$ cat config.mk
export PLATFORM = sky130hd
export DESIGN_NAME = audio_byte_salt_scrambler_flat
export DESIGN_NICKNAME = d
export VERILOG_FILES = /design/src/rtl/absscr_pkg.sv /design/src/rtl/absscr_if.sv /design/src/rtl/audio_byte_salt_scrambler.sv /design/src/rtl/absscr_salt_gen.sv /design/src/flat_wrapper.sv
export SDC_FILE = /design/constraint.sdc
export NUM_CORES = 1
export LEC_CHECK = 0
export BUFFER_PORTS_ARGS = -buffer_cell sky130_fd_sc_hd__buf_2
export CAP_MARGIN = 10
export CORE_ASPECT_RATIO = 1.4
export CORE_MARGIN = 10
export CORE_UTILIZATION = 55
export DETAILED_ROUTE_END_ITERATION = 6
export GPL_ROUTABILITY_DRIVEN = 0
export GPL_TIMING_DRIVEN = 0
export HOLD_SLACK_MARGIN = 0.15
export PLACE_DENSITY = 0.83
export SLEW_MARGIN = 10
export SYNTH_ARGS = -nofsm -noshare
export SYNTH_HDL_FRONTEND = slang
export SYNTH_SLANG_ARGS = --single-unit
$ cat constraint.sdc
create_clock -name clk -period 11.66 [get_ports clk]
set_input_delay 2.332 -clock clk [delete_from_list [all_inputs] [get_ports clk]]
set_output_delay 2.332 -clock clk [all_outputs]
set_load 0.1 [all_outputs]
$ cat src/rtl/absscr_pkg.sv
// ----------------------------------------------------------------------------
// absscr_pkg: shared types, constants and lookup tables
// Constants and salt tables for the audio byte salt scrambler.
// ----------------------------------------------------------------------------
package absscr_pkg;

	localparam int QuadW   = 32;
	localparam int ByteW   = 8;
	localparam int NibW    = 4;
	localparam int ByteLsb = 8;

	localparam logic [NibW-1:0] OffsetMax = 4'd15;
	localparam logic [NibW-1:0] SpecialHi = 4'h9;
	localparam logic [4:0]      HirMod    = 5'd15;

	typedef logic [QuadW-1:0] quad_t;
	typedef logic [ByteW-1:0] byte_t;
	typedef logic [NibW-1:0]  nib_t;

	// scrambler state carried from one beat to the next
	typedef struct packed {
		byte_t salt;
		byte_t index;
		nib_t  offset;
	} state_t;

	// run length per index low nibble
	function automatic nib_t len_lut(input nib_t a);
		nib_t r;
		case (a)
			4'd0:    r = 4'd0;
			4'd1:    r = 4'd1;
			4'd2:    r = 4'd3;
			4'd3:    r = 4'd5;
			4'd4:    r = 4'd7;
			4'd5:    r = 4'd9;
			4'd6:    r = 4'd11;
			4'd7:    r = 4'd13;
			4'd8:    r = 4'd14;
			4'd9:    r = 4'd12;
			4'd10:   r = 4'd10;
			4'd11:   r = 4'd8;
			4'd12:   r = 4'd6;
			4'd13:   r = 4'd4;
			4'd14:   r = 4'd2;
			default: r = 4'd0;
		endcase
		return r;
	endfunction

	// low nibble of the salt by position in the run
	function automatic nib_t nib_lut(input nib_t a);
		nib_t r;
		case (a)
			4'd0:    r = 4'h8;
			4'd1:    r = 4'h7;
			4'd2:    r = 4'h9;
			4'd3:    r = 4'h6;
			4'd4:    r = 4'ha;
			4'd5:    r = 4'h5;
			4'd6:    r = 4'hb;
			4'd7:    r = 4'h4;
			4'd8:    r = 4'hc;
			4'd9:    r = 4'h3;
			4'd10:   r = 4'hd;
			4'd11:   r = 4'h2;
			4'd12:   r = 4'he;
			4'd13:   r = 4'h1;
			4'd14:   r = 4'hf;
			default: r = 4'h0;
		endcase
		return r;
	endfunction

	// high nibble of the salt by rotated position
	function automatic nib_t hir_lut(input nib_t a);
		nib_t r;
		case (a)
			4'd0:    r = 4'h0;
			4'd1:    r = 4'h6;
			4'd2:    r = 4'hf;
			4'd3:    r = 4'h8;
			4'd4:    r = 4'h7;
			4'd5:    r = 4'h5;
			4'd6:    r = 4'h3;
			4'd7:    r = 4'h4;
			4'd8:    r = 4'hc;
			4'd9:    r = 4'hd;
			4'd10:   r = 4'he;
			4'd11:   r = 4'h1;
			4'd12:   r = 4'h2;
			4'd13:   r = 4'hb;
			4'd14:   r = 4'ha;
			default: r = 4'h0;
		endcase
		return r;
	endfunction

	// rotation start per index high nibble
	function automatic nib_t hio_lut(input nib_t a);
		nib_t r;
		case (a)
			4'd0:    r = 4'd0;
			4'd1:    r = 4'd11;
			4'd2:    r = 4'd12;
			4'd3:    r = 4'd6;
			4'd4:    r = 4'd7;
			4'd5:    r = 4'd5;
			4'd6:    r = 4'd1;
			4'd7:    r = 4'd4;
			4'd8:    r = 4'd3;
			4'd9:    r = 4'd0;
			4'd10:   r = 4'd14;
			4'd11:   r = 4'd13;
			4'd12:   r = 4'd8;
			4'd13:   r = 4'd9;
			4'd14:   r = 4'd10;
			default: r = 4'd2;
		endcase
		return r;
	endfunction

endpackage

$ cat src/rtl/absscr_if.sv
// ----------------------------------------------------------------------------
// absscr_if: stream channels of the scrambler
// Valid/ready channels for input quadlets and scrambled quadlets.
// ----------------------------------------------------------------------------
interface absscr_in_if;
	import absscr_pkg::*;

	logic  valid;
	logic  ready;
	quad_t data_quadlet;
	logic  restart;

	modport source (output valid, output data_quadlet, output restart, input ready);
	modport sink   (input valid, input data_quadlet, input restart, output ready);
endinterface

interface absscr_out_if;
	import absscr_pkg::*;

	logic  valid;
	logic  ready;
	quad_t scrambled_quadlet;

	modport source (output valid, output scrambled_quadlet, input ready);
	modport sink   (input valid, input scrambled_quadlet, output ready);
endinterface

$ cat src/rtl/audio_byte_salt_scrambler.sv
// ----------------------------------------------------------------------------
// audio_byte_salt_scrambler: salted byte scrambler for audio quadlets
// XORs bits 15:8 of each quadlet with a salt derived from the preceding run.
// ----------------------------------------------------------------------------
//  channel    dir  payload                         handshake
//  audio_in   in   data_quadlet[31:0], restart     valid/ready
//  audio_out  out  scrambled_quadlet[31:0]         valid/ready
//
//  one beat per cycle while the skid register is empty; results are registered
//  the carried state register is the only loop through the salt tables
//  reset clears the state and the valid flags of the output and skid registers
//  a stalled output fills the skid register; input ready drops only
//  when both are full
// ----------------------------------------------------------------------------
module audio_byte_salt_scrambler (
	input  logic clk,
	input  logic arst_n,
	absscr_in_if.sink    audio_in,
	absscr_out_if.source audio_out
);
	import absscr_pkg::*;

	state_t state_q;
	state_t state_n;
	byte_t  byte_out;
	quad_t  result;
	quad_t  out_q;
	quad_t  skid_q;
	logic   out_valid_q;
	logic   skid_valid_q;
	logic   take;
	logic   pop;

	absscr_salt_gen u_salt_gen (
		.cur      (state_q),
		.restart  (audio_in.restart),
		.byte_in  (audio_in.data_quadlet[ByteLsb +: ByteW]),
		.byte_out (byte_out),
		.nxt      (state_n)
	);

	// handshakes
	assign audio_in.ready = !skid_valid_q;
	assign take           = audio_in.valid && audio_in.ready;
	assign pop            = out_valid_q && audio_out.ready;

	assign result = {audio_in.data_quadlet[QuadW-1:ByteLsb+ByteW], byte_out,
		audio_in.data_quadlet[ByteLsb-1:0]};

	// carried state
	always_ff @(posedge clk or negedge arst_n) begin
		if (!arst_n) begin
			state_q <= '0;
		end else if (take) begin
			state_q <= state_n;
		end
	end

	// output register and skid stage control
	always_ff @(posedge clk or negedge arst_n) begin
		if (!arst_n) begin
			out_valid_q  <= 1'b0;
			skid_valid_q <= 1'b0;
		end else begin
			if (skid_valid_q) begin
				if (pop)
					skid_valid_q <= 1'b0;
			end else if (take) begin
				if (out_valid_q && !pop)
					skid_valid_q <= 1'b1;
				else
					out_valid_q <= 1'b1;
			end else if (pop) begin
				out_valid_q <= 1'b0;
			end
		end
	end

	// payload registers
	always_ff @(posedge clk) begin
		if (skid_valid_q) begin
			if (pop)
				out_q <= skid_q;
		end else if (take) begin
			if (out_valid_q && !pop)
				skid_q <= result;
			else
				out_q <= result;
		end
	end

	assign audio_out.valid             = out_valid_q;
	assign audio_out.scrambled_quadlet = out_q;

endmodule

$ cat src/rtl/absscr_salt_gen.sv
// ----------------------------------------------------------------------------
// absscr_salt_gen: next state and salt
// Works out the scrambled byte and the state left behind by one beat.
// ----------------------------------------------------------------------------
module absscr_salt_gen (
	input  absscr_pkg::state_t cur,
	input  logic               restart,
	input  absscr_pkg::byte_t  byte_in,
	output absscr_pkg::byte_t  byte_out,
	output absscr_pkg::state_t nxt
);
	import absscr_pkg::*;

	state_t eff;
	byte_t  index_n;
	nib_t   offset_n;
	nib_t   span;
	nib_t   lo;
	nib_t   hi;
	nib_t   hnib;
	logic [4:0] rot_sum;
	logic [4:0] rot_pos;
	logic [4:0] run_pos;

	// restart clears the state ahead of this beat
	assign eff = restart ? '0 : cur;

	assign byte_out = byte_in ^ eff.salt;

	// a nonzero byte opens a new run
	always_comb begin
		if (byte_in != '0) begin
			index_n  = byte_in ^ eff.salt;
			offset_n = '0;
		end else begin
			index_n  = eff.index;
			offset_n = eff.offset;
		end
		if (offset_n != OffsetMax)
			offset_n = offset_n + 4'd1;
	end

	assign lo   = index_n[NibW-1:0];
	assign hi   = index_n[ByteW-1:NibW];
	assign span = len_lut(lo);

	// rotated high nibble position, sum stays below twice the modulus
	assign rot_sum = {1'b0, hio_lut(hi)} + {1'b0, offset_n};
	assign rot_pos = (rot_sum >= HirMod) ? rot_sum - HirMod : rot_sum;
	assign hnib    = (hi == SpecialHi) ? SpecialHi : hir_lut(rot_pos[NibW-1:0]);

	// position in the run, within 0..14 whenever the salt is live
	assign run_pos = 5'd14 + {1'b0, offset_n} - {1'b0, span};

	// salt for the next beat
	always_comb begin
		nxt.index  = index_n;
		nxt.offset = offset_n;
		if (span < offset_n)
			nxt.salt = '0;
		else
			nxt.salt = {hnib, nib_lut(run_pos[NibW-1:0])};
	end

endmodule

$ cat src/flat_wrapper.sv
// flat-port wrapper written by rule: the top's interface ports become plain ports
module audio_byte_salt_scrambler_flat import absscr_pkg::*;
  (clk, arst_n, audio_in_valid, audio_in_data_quadlet, audio_in_restart, audio_in_ready, audio_out_valid, audio_out_scrambled_quadlet, audio_out_ready);
  absscr_in_if audio_in_i ();
  absscr_out_if audio_out_i ();
  input  logic clk;
  input  logic arst_n;
  input wire logic [$bits(audio_in_i.valid)-1:0] audio_in_valid;
  input wire logic [$bits(audio_in_i.data_quadlet)-1:0] audio_in_data_quadlet;
  input wire logic [$bits(audio_in_i.restart)-1:0] audio_in_restart;
  output wire logic [$bits(audio_in_i.ready)-1:0] audio_in_ready;
  output wire logic [$bits(audio_out_i.valid)-1:0] audio_out_valid;
  output wire logic [$bits(audio_out_i.scrambled_quadlet)-1:0] audio_out_scrambled_quadlet;
  input wire logic [$bits(audio_out_i.ready)-1:0] audio_out_ready;
  assign audio_in_i.valid = audio_in_valid;
  assign audio_in_i.data_quadlet = audio_in_data_quadlet;
  assign audio_in_i.restart = audio_in_restart;
  assign audio_in_ready = audio_in_i.ready;
  assign audio_out_valid = audio_out_i.valid;
  assign audio_out_scrambled_quadlet = audio_out_i.scrambled_quadlet;
  assign audio_out_i.ready = audio_out_ready;
  audio_byte_salt_scrambler u_core (.clk(clk), .arst_n(arst_n), .audio_in(audio_in_i), .audio_out(audio_out_i));
endmodule
==> results of run 1 <==
## power by group
part	internal, uW	switching, uW	leakage, uW
clock network	166	113	0.000140
registers	445	41.4	0.000874
logic	302	717	0.00131
total	914	872	0.00232
## path summary, 6_finish.rpt
path | end | from | cells after the start
max | u_core.state_q[18] | audio_in_restart | 27
min | u_core.state_q[6] | u_core.state_q[6] | 2
min in group asynchronous | u_core.state_q[5] | arst_n | 1
min reg2reg | u_core.state_q[6] | u_core.state_q[6] | 2
max in group asynchronous | u_core.state_q[19] | arst_n | 1
max reg2reg | u_core.state_q[18] | u_core.state_q[17] | 23
## per-layer routing
metal	track usage, %	up-vias
met5	0	-
met4	9.58	0
met3	4.46	33
met2	30.8	163
met1	18.4	1750
li1	-	1725
## metrics by stage
step	cells	area (um2)	power, uW	setup slack [ps]	hold slack (ps)
3_3_place_gp	596	5360	1460	3100	457
5_1_grt	617	5720	1870	2770	525
2_1_floorplan	424	4900	1310	4020	442
6_report	617	5720	1790	3150	487
4_1_cts	617	5720	1790	3260	482
3_5_place_dp	601	5430	1500	2950	469
## Yosys cell counts (all sizes together) (10+ instances only)
| master | n | share of area, % |
|---|---|---|
| a21oi | 18 | 1.8 |
| o21ai | 33 | 3.5 |
| nor2 | 15 | 1.1 |
| nand2b | 12 | 1.5 |
| xnor2 | 15 | 3.1 |
| edfxtp | 64 | 39 |
| inv | 21 | 1.6 |
| clkbuf | 14 | 1.1 |
| dfrtp | 22 | 11 |
| mux2 | 36 | 8.3 |
| buf | 10 | 1.4 |
| nand2 | 35 | 2.7 |
| ha | 23 | 5.9 |
## sequential cells by signal, summed over array words and instances, names as in the netlist
name	flops
u_core.audio_out.scrambled_quadlet	32
u_core.audio_out.valid	1
u_core.skid_q	32
u_core.skid_valid_q	1
u_core.state_q	20
## cell type report
class	count	area, um2
inverter	21	78.8
clock inverter	5	60.1
clock buffer	11	233
multi-input combinational	293	2240
buffer	24	119
sequential	86	2470
fill	616	2940
timing repair buffer	72	388
tap	105	131
## cell families (layout without fill, tap and decap cells)
| group | after synthesis | count (layout) | share of synthesized area [%] |
|---|---|---|---|
| flops | 86 | 86 | 50.5 |
| buf+inv | 45 | 133 | 4.04 |
| fa+ha+maj | 24 | 24 | 6.29 |
| simple gates | 109 | 109 | 12.0 |
| xor+xnor | 20 | 20 | 3.96 |
| compound gates | 99 | 99 | 13.7 |
| mux | 41 | 41 | 9.56 |
## critical path, cell delays in order
cell      delay [ps]
buf_2            150
clkbuf_1         330
clkbuf_1         390
clkbuf_1         480
nor2b_1          130
xnor2_1          180
nand2_1           70
o31a_1           240
inv_1            100
ha_1             260
or4b_2           610
o31ai_1          160
or2_2            220
o21a_1           130
ha_1             320
nand2_1          100
o21bai_1          80
and2_1           170
a41o_1           230
o31ai_1          340
nor2_1            70
a21oi_1          380
inv_1            130
ha_1             360
or4_4            550
o311a_1          160
o21ai_2          110
==> impl_metrics.env, run 1 <==
export IMPL_number_of_synthesized_flops_with_an_enable_pin=64
export IMPL_start_util_pct=56.6
export IMPL_drt_total_wl_um=11700
export IMPL_instance_count_of_the_mapped_netlist=424
export IMPL_cts_tree="done"
export IMPL_synth_unique_cells=67
export IMPL_die_w_um=99.8
export IMPL_cp_data_required_time_ps=11930
export IMPL_highest_signal_layer="met4"
export IMPL_power_density_of_the_placed_cells_nw_per_um2=312
export IMPL_detail_route_drc_violations=0
export IMPL_postSynthNetCount=485
export IMPL_peakVddDrop_v=0.000274
export IMPL_timing_critical_path_arrival_ps=8770
export IMPL_drt_first_iter_violations=299
export IMPL_grt_overflow=0
export IMPL_antenna_cells_inserted=0
export IMPL_met3_wirelength_um=736
export IMPL_cts_sinks=86
export IMPL_clkLatencyLatePin_ps=340
export IMPL_setup_worst_path_start_class="input port"
export IMPL_fp_row_count=40
export IMPL_final_setup_skew_ps=7.25
export IMPL_ctsHoldBuffers=0
export IMPL_type_of_the_worst_min_delay_path="flop to flop"
export IMPL_io_buffer_count=67
export IMPL_most_common_layout_cells="buf_2, edfxtp_1, nand2_1, mux2_2, o21ai_0"
export IMPL_clockRootBuffer="clkbuf_16"
export IMPL_async_reset_ff_share_pct=25.6
export IMPL_die_height_um=132
export IMPL_final_util_pct=66.1
export IMPL_antenna_violations_before_repair=0
export IMPL_seq_area_frac_synth_pct=50.5
export IMPL_num_cts_buffers=9
export IMPL_cts_resized_gates=0
export IMPL_yosys_register_bits=86
export IMPL_clk_path_buf_depth=2
export IMPL_postCtsSetupRepairBufs=0
export IMPL_fin_crit_sh_pct=72.9
export IMPL_cp_max_fo=10
export IMPL_layout_min_cycle_time_ps=8510
export IMPL_final_max_slew_viol_count=0
export IMPL_outcome="finished clean"
export IMPL_critPathCaptureType="flop"
export IMPL_syn2layout_area_growth_pct=16.8
export IMPL_max_cap_viol_count=0
export IMPL_via_per_inst=5.95
export IMPL_syn_area_per_cell_um2=11.5
export IMPL_grt_total_usage_pct=17.6
export IMPL_clkSlewWorstSetupHoldPaths_ps=60
export IMPL_drive_above_1_share_pct=29.1
export IMPL_mappedNetlistArea_um2=4900
export IMPL_ys_dominant_reg_cell="edfxtp_1"
export IMPL_grt_start_max_net_pins=23
export IMPL_ff2ff_setup_slack_ps=6010
export IMPL_first_global_vias=3760
export IMPL_totalNegativeSetupSlack_ps=0
export IMPL_detailed_place_hpwl_um=8890
export IMPL_fmax_mhz=118
export IMPL_met2RoutedLength_um=6180
export IMPL_synth_warning_count=0
export IMPL_global_route_wire_length_before_repair_um=18600
export IMPL_hold_viol=0
export IMPL_leakagePower_uw=0.00232
export IMPL_setup_viol_count_final=0
export IMPL_finalNetCount=568
export IMPL_drt_wirelength_per_cell_um=19.0
export IMPL_detailed_route_wire_length_on_metal_1_um=4420
export IMPL_tightestPinTransition_ps=812
export IMPL_route_antenna_remaining_nets=0
export IMPL_clock_tree_htree_level_count=3
export IMPL_drt_first_pass_iters=5
export IMPL_core_area_um2=8660
export IMPL_grt_setup_unrepaired="no"
export IMPL_vias_after_detailed_routing=3671
export IMPL_layout_commonest_cell="buf_2"
export IMPL_worstSetupPathType="input port to flop"
export IMPL_max_slew_margin_pct=45.6
export IMPL_ports=71
export IMPL_fp_dieArea_um2=13100
No activity file was read; power rests on OpenSTA's default activity.
==> inputs of run 2 (changes only) <==
--- a/config.mk
+++ b/config.mk
@@ -5,6 +5,7 @@
 export SDC_FILE = /design/constraint.sdc
 export NUM_CORES = 1
 export LEC_CHECK = 0
+export ABC_AREA = 1
 export BUFFER_PORTS_ARGS = -buffer_cell sky130_fd_sc_hd__buf_2
 export CAP_MARGIN = 10
 export CORE_ASPECT_RATIO = 1.4
==> constraint.sdc (replaced) <==
create_clock -name clk -period 8.2 [get_ports clk]
set_input_delay 1.64 -clock clk [delete_from_list [all_inputs] [get_ports clk]]
set_output_delay 1.64 -clock clk [all_outputs]
set_load 0.1 [all_outputs]
==> run 2 against run 1 <==
Effect of this change: via count increased by 7.9%; clock skew decreased by 2.3 ps; highest routed layer unchanged; synthesized cell count increased by 26%; hold slack improved by 5.8 ps; first-iteration DRC count increased by 22%; final cell count increased by 18%.
==> impl_metrics.env, run 2 <==
export IMPL_type_of_the_worst_min_delay_path="flop to flop"
export IMPL_yosys_register_bits=86
export IMPL_setup_viol_count_final=0
export IMPL_portion_of_synthesized_cell_area_occupied_by_the_leading_cell_type_pct=40.0
export IMPL_vias_after_detailed_routing=3961
export IMPL_critPathCaptureType="flop"
export IMPL_multi_input_area_um2=2030
export IMPL_clock_tree_htree_level_count=3
export IMPL_post_synth_top_area_cell="edfxtp_1"
export IMPL_final_max_slew_viol_count=0
export IMPL_final_setup_skew_ps=5.00
export IMPL_peakVddDrop_v=0.000450
export IMPL_die_height_um=131
export IMPL_ports=71
export IMPL_synth_fa_ha_area_share_pct=6.40
export IMPL_totalNegativeSetupSlack_ps=0
export IMPL_fmax_mhz=188
export IMPL_num_cts_buffers=9
export IMPL_postCtsSetupRepairBufs=0
export IMPL_layout_min_cycle_time_ps=5310
export IMPL_synthXorXnorAreaFrac_pct=1.43
export IMPL_detailed_place_hpwl_um=8640
export IMPL_syn2layout_area_growth_pct=17.9
export IMPL_grt_total_usage_pct=18.6
export IMPL_synth_unique_cells=39
export IMPL_fin_crit_sh_pct=64.8
export IMPL_setup_worst_path_start_class="input port"
export IMPL_ys_top_cells_by_count="nand2_1, edfxtp_1, inv_1, nand3_1, o21ai_0"
export IMPL_antenna_cells_inserted=0
export IMPL_max_slew_margin_pct=59.1
export IMPL_worst_hold_startpoint="u_core.state_q[10]"
export IMPL_yosysMostFrequentCell="nand2_1"
export IMPL_synth_mux_area_share_pct=0
export IMPL_leakagePower_uw=0.00277
export IMPL_ys_dominant_reg_cell="edfxtp_1"
export IMPL_cts_sinks=86
export IMPL_io_buffer_count=69
export IMPL_outcome="finished clean"
export IMPL_core_area_um2=8560
export IMPL_die_w_um=99.0
export IMPL_postSynthNetCount=595
export IMPL_worstSetupPathType="input port to flop"
export IMPL_synth_compound_area_share_pct=5.83
export IMPL_drt_first_iter_violations=364
export IMPL_start_util_pct=56.2
export IMPL_drt_total_wl_um=11800
export IMPL_antenna_violations_before_repair=0
export IMPL_drive_above_1_share_pct=23.2
export IMPL_finalNetCount=677
export IMPL_fp_row_count=40
export IMPL_async_reset_ff_share_pct=25.6
export IMPL_r2r_start="u_core.state_q[17]"
export IMPL_cp_data_required_time_ps=8480
export IMPL_grt_setup_unrepaired="no"
export IMPL_grt_overflow=0
export IMPL_power_density_of_the_placed_cells_nw_per_um2=429
export IMPL_tightestPinTransition_ps=612
export IMPL_drt_wirelength_per_cell_um=16.3
export IMPL_synth_top_family_by_area="simple AND/OR/NAND/NOR gates"
export IMPL_cp_max_fo=10
export IMPL_final_util_pct=66.2
export IMPL_via_per_inst=5.46
export IMPL_synth_simple_gate_area_share_pct=28.2
export IMPL_max_cap_viol_count=0
export IMPL_timing_critical_path_arrival_ps=5590
export IMPL_instance_count_of_the_mapped_netlist=534
export IMPL_fillcell_total=622
export IMPL_finish_instance_area_um2=5670
export IMPL_clkLatencyLatePin_ps=340
export IMPL_seq_area_frac_synth_pct=51.4
export IMPL_cts_resized_gates=0
export IMPL_ctsHoldBuffers=0
export IMPL_cts_tree="done"
export IMPL_mappedNetlistArea_um2=4810
export IMPL_layout_commonest_cell="nand2_1"
export IMPL_hold_viol=0
export IMPL_number_of_synthesized_flops_with_an_enable_pin=64
export IMPL_clockRootBuffer="clkbuf_16"
export IMPL_route_antenna_remaining_nets=0
export IMPL_ys_top_cells_by_area="edfxtp_1, nand2_1, dfrtp_1, ha_1, inv_1"
export IMPL_first_global_vias=4091
export IMPL_most_common_layout_cells="nand2_1, buf_2, edfxtp_1"
export IMPL_grt_start_max_net_pins=23
export IMPL_detail_route_drc_violations=0
export IMPL_clk_path_buf_depth=2
export IMPL_critical_path_startpoint="audio_in_data_quadlet[11]"
export IMPL_global_route_wire_length_before_repair_um=19400
export IMPL_clkSlewWorstSetupHoldPaths_ps=60
export IMPL_fp_dieArea_um2=12900
export IMPL_placed_area_um2=5360
export IMPL_drt_first_pass_iters=5
export IMPL_seq_area_um2=2470
export IMPL_final_hold_worst_slack_ps=493
export IMPL_p_total_uw=2430
export IMPL_synth_warning_count=0
export IMPL_syn_area_per_cell_um2=9.00
-- run 2: where the power goes --
group          switching (uW)  total, uW  internal [uW]
Combinational            1020       1330            307
Clock                     163        416            252
Sequential               47.7        689            641
-- run 2: logic make-up after synthesis --
logic type	after synthesis
XOR/XNOR	7
AND/OR/NAND/NOR	291
AO/OA/AOI/OAI	48
buffers and inverters	78
adder cells (fa/ha/maj)	24
flip-flops	86
-- run 2: final timing paths --
| kind | slack (ps) | endpoint | cells after the start |
|---|---|---|---|
| setup / recovery | 2890 | u_core.state_q[19] | 27 |
| hold / removal | 490 | u_core.state_q[10] | 2 |
| setup reg to reg | 4240 | u_core.state_q[19] | 26 |
| hold reg to reg | 490 | u_core.state_q[10] | 2 |
| max in group asynchronous | 6570 | u_core.state_q[8] | 1 |
| min in group asynchronous | 1270 | u_core.state_q[12] | 1 |
-- run 2: worst max-delay path: stages --
cell	delay, ps
buf_2	130
nor2_2	110
nand2_2	160
nor2_8	210
buf_6	170
nand2_1	90
nand2_2	140
ha_1	240
or2_2	300
o21ai_0	70
o21ai_0	110
ha_1	210
ha_1	330
ha_1	250
a21oi_1	160
nor2_2	70
nand3_4	120
nand2_4	80
nand2_1	80
nand2_2	90
ha_1	310
or2_0	220
nand2_1	60
nand2_1	50
nand2_1	50
nand2_1	40
nand2_1	70
-- run 2: metrics by stage --
stage,setup WS (ps),cells
finish,2890,726
floorplan,3150,534
detailed placement,2620,710
CTS,2930,726
global route,2550,726
global placement,2710,708
-- run 2: area by class of cell --
class	instances	share of cell area (%)
buffer	13	1.32
sequential	86	43.6
inverter	65	4.39
clock buffer	11	4.46
multi-input combinational	370	35.8
tap	105	2.32
timing repair buffer	71	7.06
clock inverter	5	1.02
-- run 2: metal layers --
layer	vias up	track usage [%]	routed length (um)
met5	-	0	0
met4	0	12.0	543
met3	39	5.57	1000
met2	180	33.2	6120
met1	1848	18.5	4180
li1	1894	-	-
==> inputs of run 3 (changes only) <==
--- a/config.mk
+++ b/config.mk
@@ -10,7 +10,7 @@
 export CAP_MARGIN = 10
 export CORE_ASPECT_RATIO = 1.4
 export CORE_MARGIN = 10
-export CORE_UTILIZATION = 55
+export CORE_UTILIZATION = 52
 export DETAILED_ROUTE_END_ITERATION = 6
 export GPL_ROUTABILITY_DRIVEN = 0
 export GPL_TIMING_DRIVEN = 0
==> constraint.sdc (replaced) <==
create_clock -name clk -period 4.4 [get_ports clk]
set_input_delay 0.88 -clock clk [delete_from_list [all_inputs] [get_ports clk]]
set_output_delay 0.88 -clock clk [all_outputs]
set_load 0.1 [all_outputs]
==> run 3 against run 2 <==
Effect of this change: final cell count increased by 0.83%; utilization decreased by 2.4 points; cell area increased by 1.7%; sequential cell count unchanged; sequential share of layout area decreased by 0.71 points; via count decreased by 2.8%; die area increased by 4.7%; routed wire length decreased by 4.4%; first-iteration DRC count decreased by 34%; hold slack improved by 2.2 ps; clock skew decreased by 2.4 ps; critical path type unchanged; largest power group unchanged.
==> impl_metrics.env, run 3 (synthesis results as in run 2) <==
export IMPL_peakVddDrop_v=0.000862
export IMPL_type_of_the_worst_min_delay_path="flop to flop"
export IMPL_global_route_wire_length_before_repair_um=18100
export IMPL_max_slew_margin_pct=61.1
export IMPL_clkSlewWorstSetupHoldPaths_ps=60
export IMPL_ctsHoldBuffers=0
export IMPL_grt_overflow=0
export IMPL_pre_cts_slack_ps=-434
export IMPL_critPathCaptureType="flop"
export IMPL_syn2layout_area_growth_pct=19.9
export IMPL_worstSetupPathType="input port to flop"
export IMPL_worst_path_largest_cell_delay_ps=310
export IMPL_drt_first_iter_violations=239
export IMPL_hold_viol=0
export IMPL_tightestPinTransition_ps=583
export IMPL_finish_cell_count_without_fillers=732
export IMPL_clock_tree_htree_level_count=3
export IMPL_drive_above_1_share_pct=24.8
export IMPL_crit_reg2reg_capture="u_core.state_q[19]"
export IMPL_die_w_um=101
export IMPL_setup_worst_path_start_class="input port"
export IMPL_placed_area_um2=5350
export IMPL_grt_total_usage_pct=16.5
export IMPL_outcome="finished clean"
export IMPL_multi_input_area_um2=2090
export IMPL_clockRootBuffer="clkbuf_16"
export IMPL_layout_commonest_cell="nand2_1"
export IMPL_final_hold_worst_slack_ps=495
export IMPL_fmax_mhz=240
export IMPL_setup_viol_count_final=0
export IMPL_antenna_violations_before_repair=0
export IMPL_first_global_vias=3885
export IMPL_placed_cells_incl_taps=712
export IMPL_cp_num_buf_inv=2
export IMPL_start_util_pct=53.3
export IMPL_detail_route_drc_violations=0
export IMPL_max_cap_viol_count=0
export IMPL_critical_path_top_cell_by_count="nand2_1"
export IMPL_r2r_start="u_core.state_q[17]"
export IMPL_die_height_um=134
export IMPL_ports=71
export IMPL_finalNetCount=681
export IMPL_clk_path_buf_depth=2
export IMPL_fin_crit_sh_pct=94.9
export IMPL_ff2ff_path_depth=26
export IMPL_fillcell_total=695
export IMPL_worst_slack_ps=226
export IMPL_min_delay_path_depth=2
export IMPL_io_buffer_count=69
export IMPL_drt_first_pass_iters=5
export IMPL_grt_start_max_net_pins=28
export IMPL_cp_max_fo=10
export IMPL_worst_hold_startpoint="u_core.state_q[10]"
export IMPL_fp_row_count=41
export IMPL_worst_path_dominant_cell_family="simple AND/OR/NAND/NOR gates"
export IMPL_drt_total_wl_um=11300
export IMPL_num_cts_buffers=9
export IMPL_crit_path_top_delay_cell="or2_2"
export IMPL_ff2ff_setup_slack_ps=680
export IMPL_layout_min_cycle_time_ps=4170
export IMPL_timing_critical_path_arrival_ps=4450
export IMPL_leakagePower_uw=0.00280
export IMPL_worstHoldEndpoint="u_core.state_q[10]"
export IMPL_route_antenna_remaining_nets=0
export IMPL_power_density_of_the_placed_cells_nw_per_um2=801
export IMPL_most_common_layout_cells="nand2_1, buf_2, edfxtp_1"
export IMPL_drt_wirelength_per_cell_um=15.5
export IMPL_seq_area_um2=2470
export IMPL_detailed_place_hpwl_um=8560
export IMPL_final_setup_skew_ps=2.63
export IMPL_final_max_slew_viol_count=0
export IMPL_clkLatencyLatePin_ps=330
export IMPL_totalNegativeSetupSlack_ps=0
export IMPL_antenna_cells_inserted=0
export IMPL_core_area_um2=9030
export IMPL_fp_dieArea_um2=13500
export IMPL_via_per_inst=5.26
export IMPL_vias_after_detailed_routing=3851
export IMPL_cp_data_required_time_ps=4670
export IMPL_cts_tree="done"
export IMPL_cts_sinks=86
export IMPL_finish_instance_area_um2=5760
## run 3: cell count changes in the layout (fill, tap and decap cells not counted), sizes merged
cell / delta
clkbuf: -2
inv: +1
bufinv: +1
buf: +4
## run 3: worst max-delay path by stage
stage               slack (ps)                       from                  to  depth (start not counted)
floorplan                  110           audio_in_restart  u_core.state_q[19]                         28
global placement          -340  audio_in_data_quadlet[11]  u_core.state_q[19]                         27
detailed placement        -430  audio_in_data_quadlet[11]  u_core.state_q[19]                         27
CTS                         10  audio_in_data_quadlet[15]  u_core.state_q[19]                         27
global route                -4  audio_in_data_quadlet[13]  u_core.state_q[19]                         27
finish                     230  audio_in_data_quadlet[15]  u_core.state_q[19]                         27
## run 3: area by class of cell
| cell class | count | area share, % |
|---|---|---|
| Multi-Input combinational cell | 370 | 36.2 |
| Tap cell | 107 | 2.32 |
| Timing Repair Buffer | 75 | 7.34 |
| Sequential cell | 86 | 42.9 |
| Inverter | 65 | 4.32 |
| Clock buffer | 9 | 3.91 |
| Clock inverter | 7 | 1.67 |
| Buffer | 13 | 1.30 |
## run 3: power breakdown
group	switching, uW	internal (uW)	leakage (uW)
logic	1920	611	0.00177
registers	88.0	1190	0.000877
clock network	303	499	0.000160
total	2320	2300	0.00280
## run 3: tightest hold or removal path, stage by stage, from the launching register on
cell and delay [ps]:
dfrtp_1 340, nand2_1 50, o21ai_0 70
## run 3: stage by stage
step / utilization, % / total power [uW]
floorplan: - / 3270
global placement: 58.6 / 3630
detailed placement: 59.3 / 3750
CTS: 63.0 / 4560
global route: 63.8 / 4910
finish: 63.8 / 4620
## run 3: routing by layer
metal	part of all wire (%)	vias to the layer above	GRT usage [%]
met5	0	-	0
li1	-	1897	-
met2	53	137	29.8
met1	37	1786	16.7
met3	6.5	31	4.01
met4	3.9	0	8.77
## run 3: what timing repair did
item | in CTS | in global routing
gates cloned | 0 | 0
resized for setup | 1 | 11
endpoints found under the setup margin | 1 | 4
pin swaps | 1 | 4
buffers inserted | 1 | 3
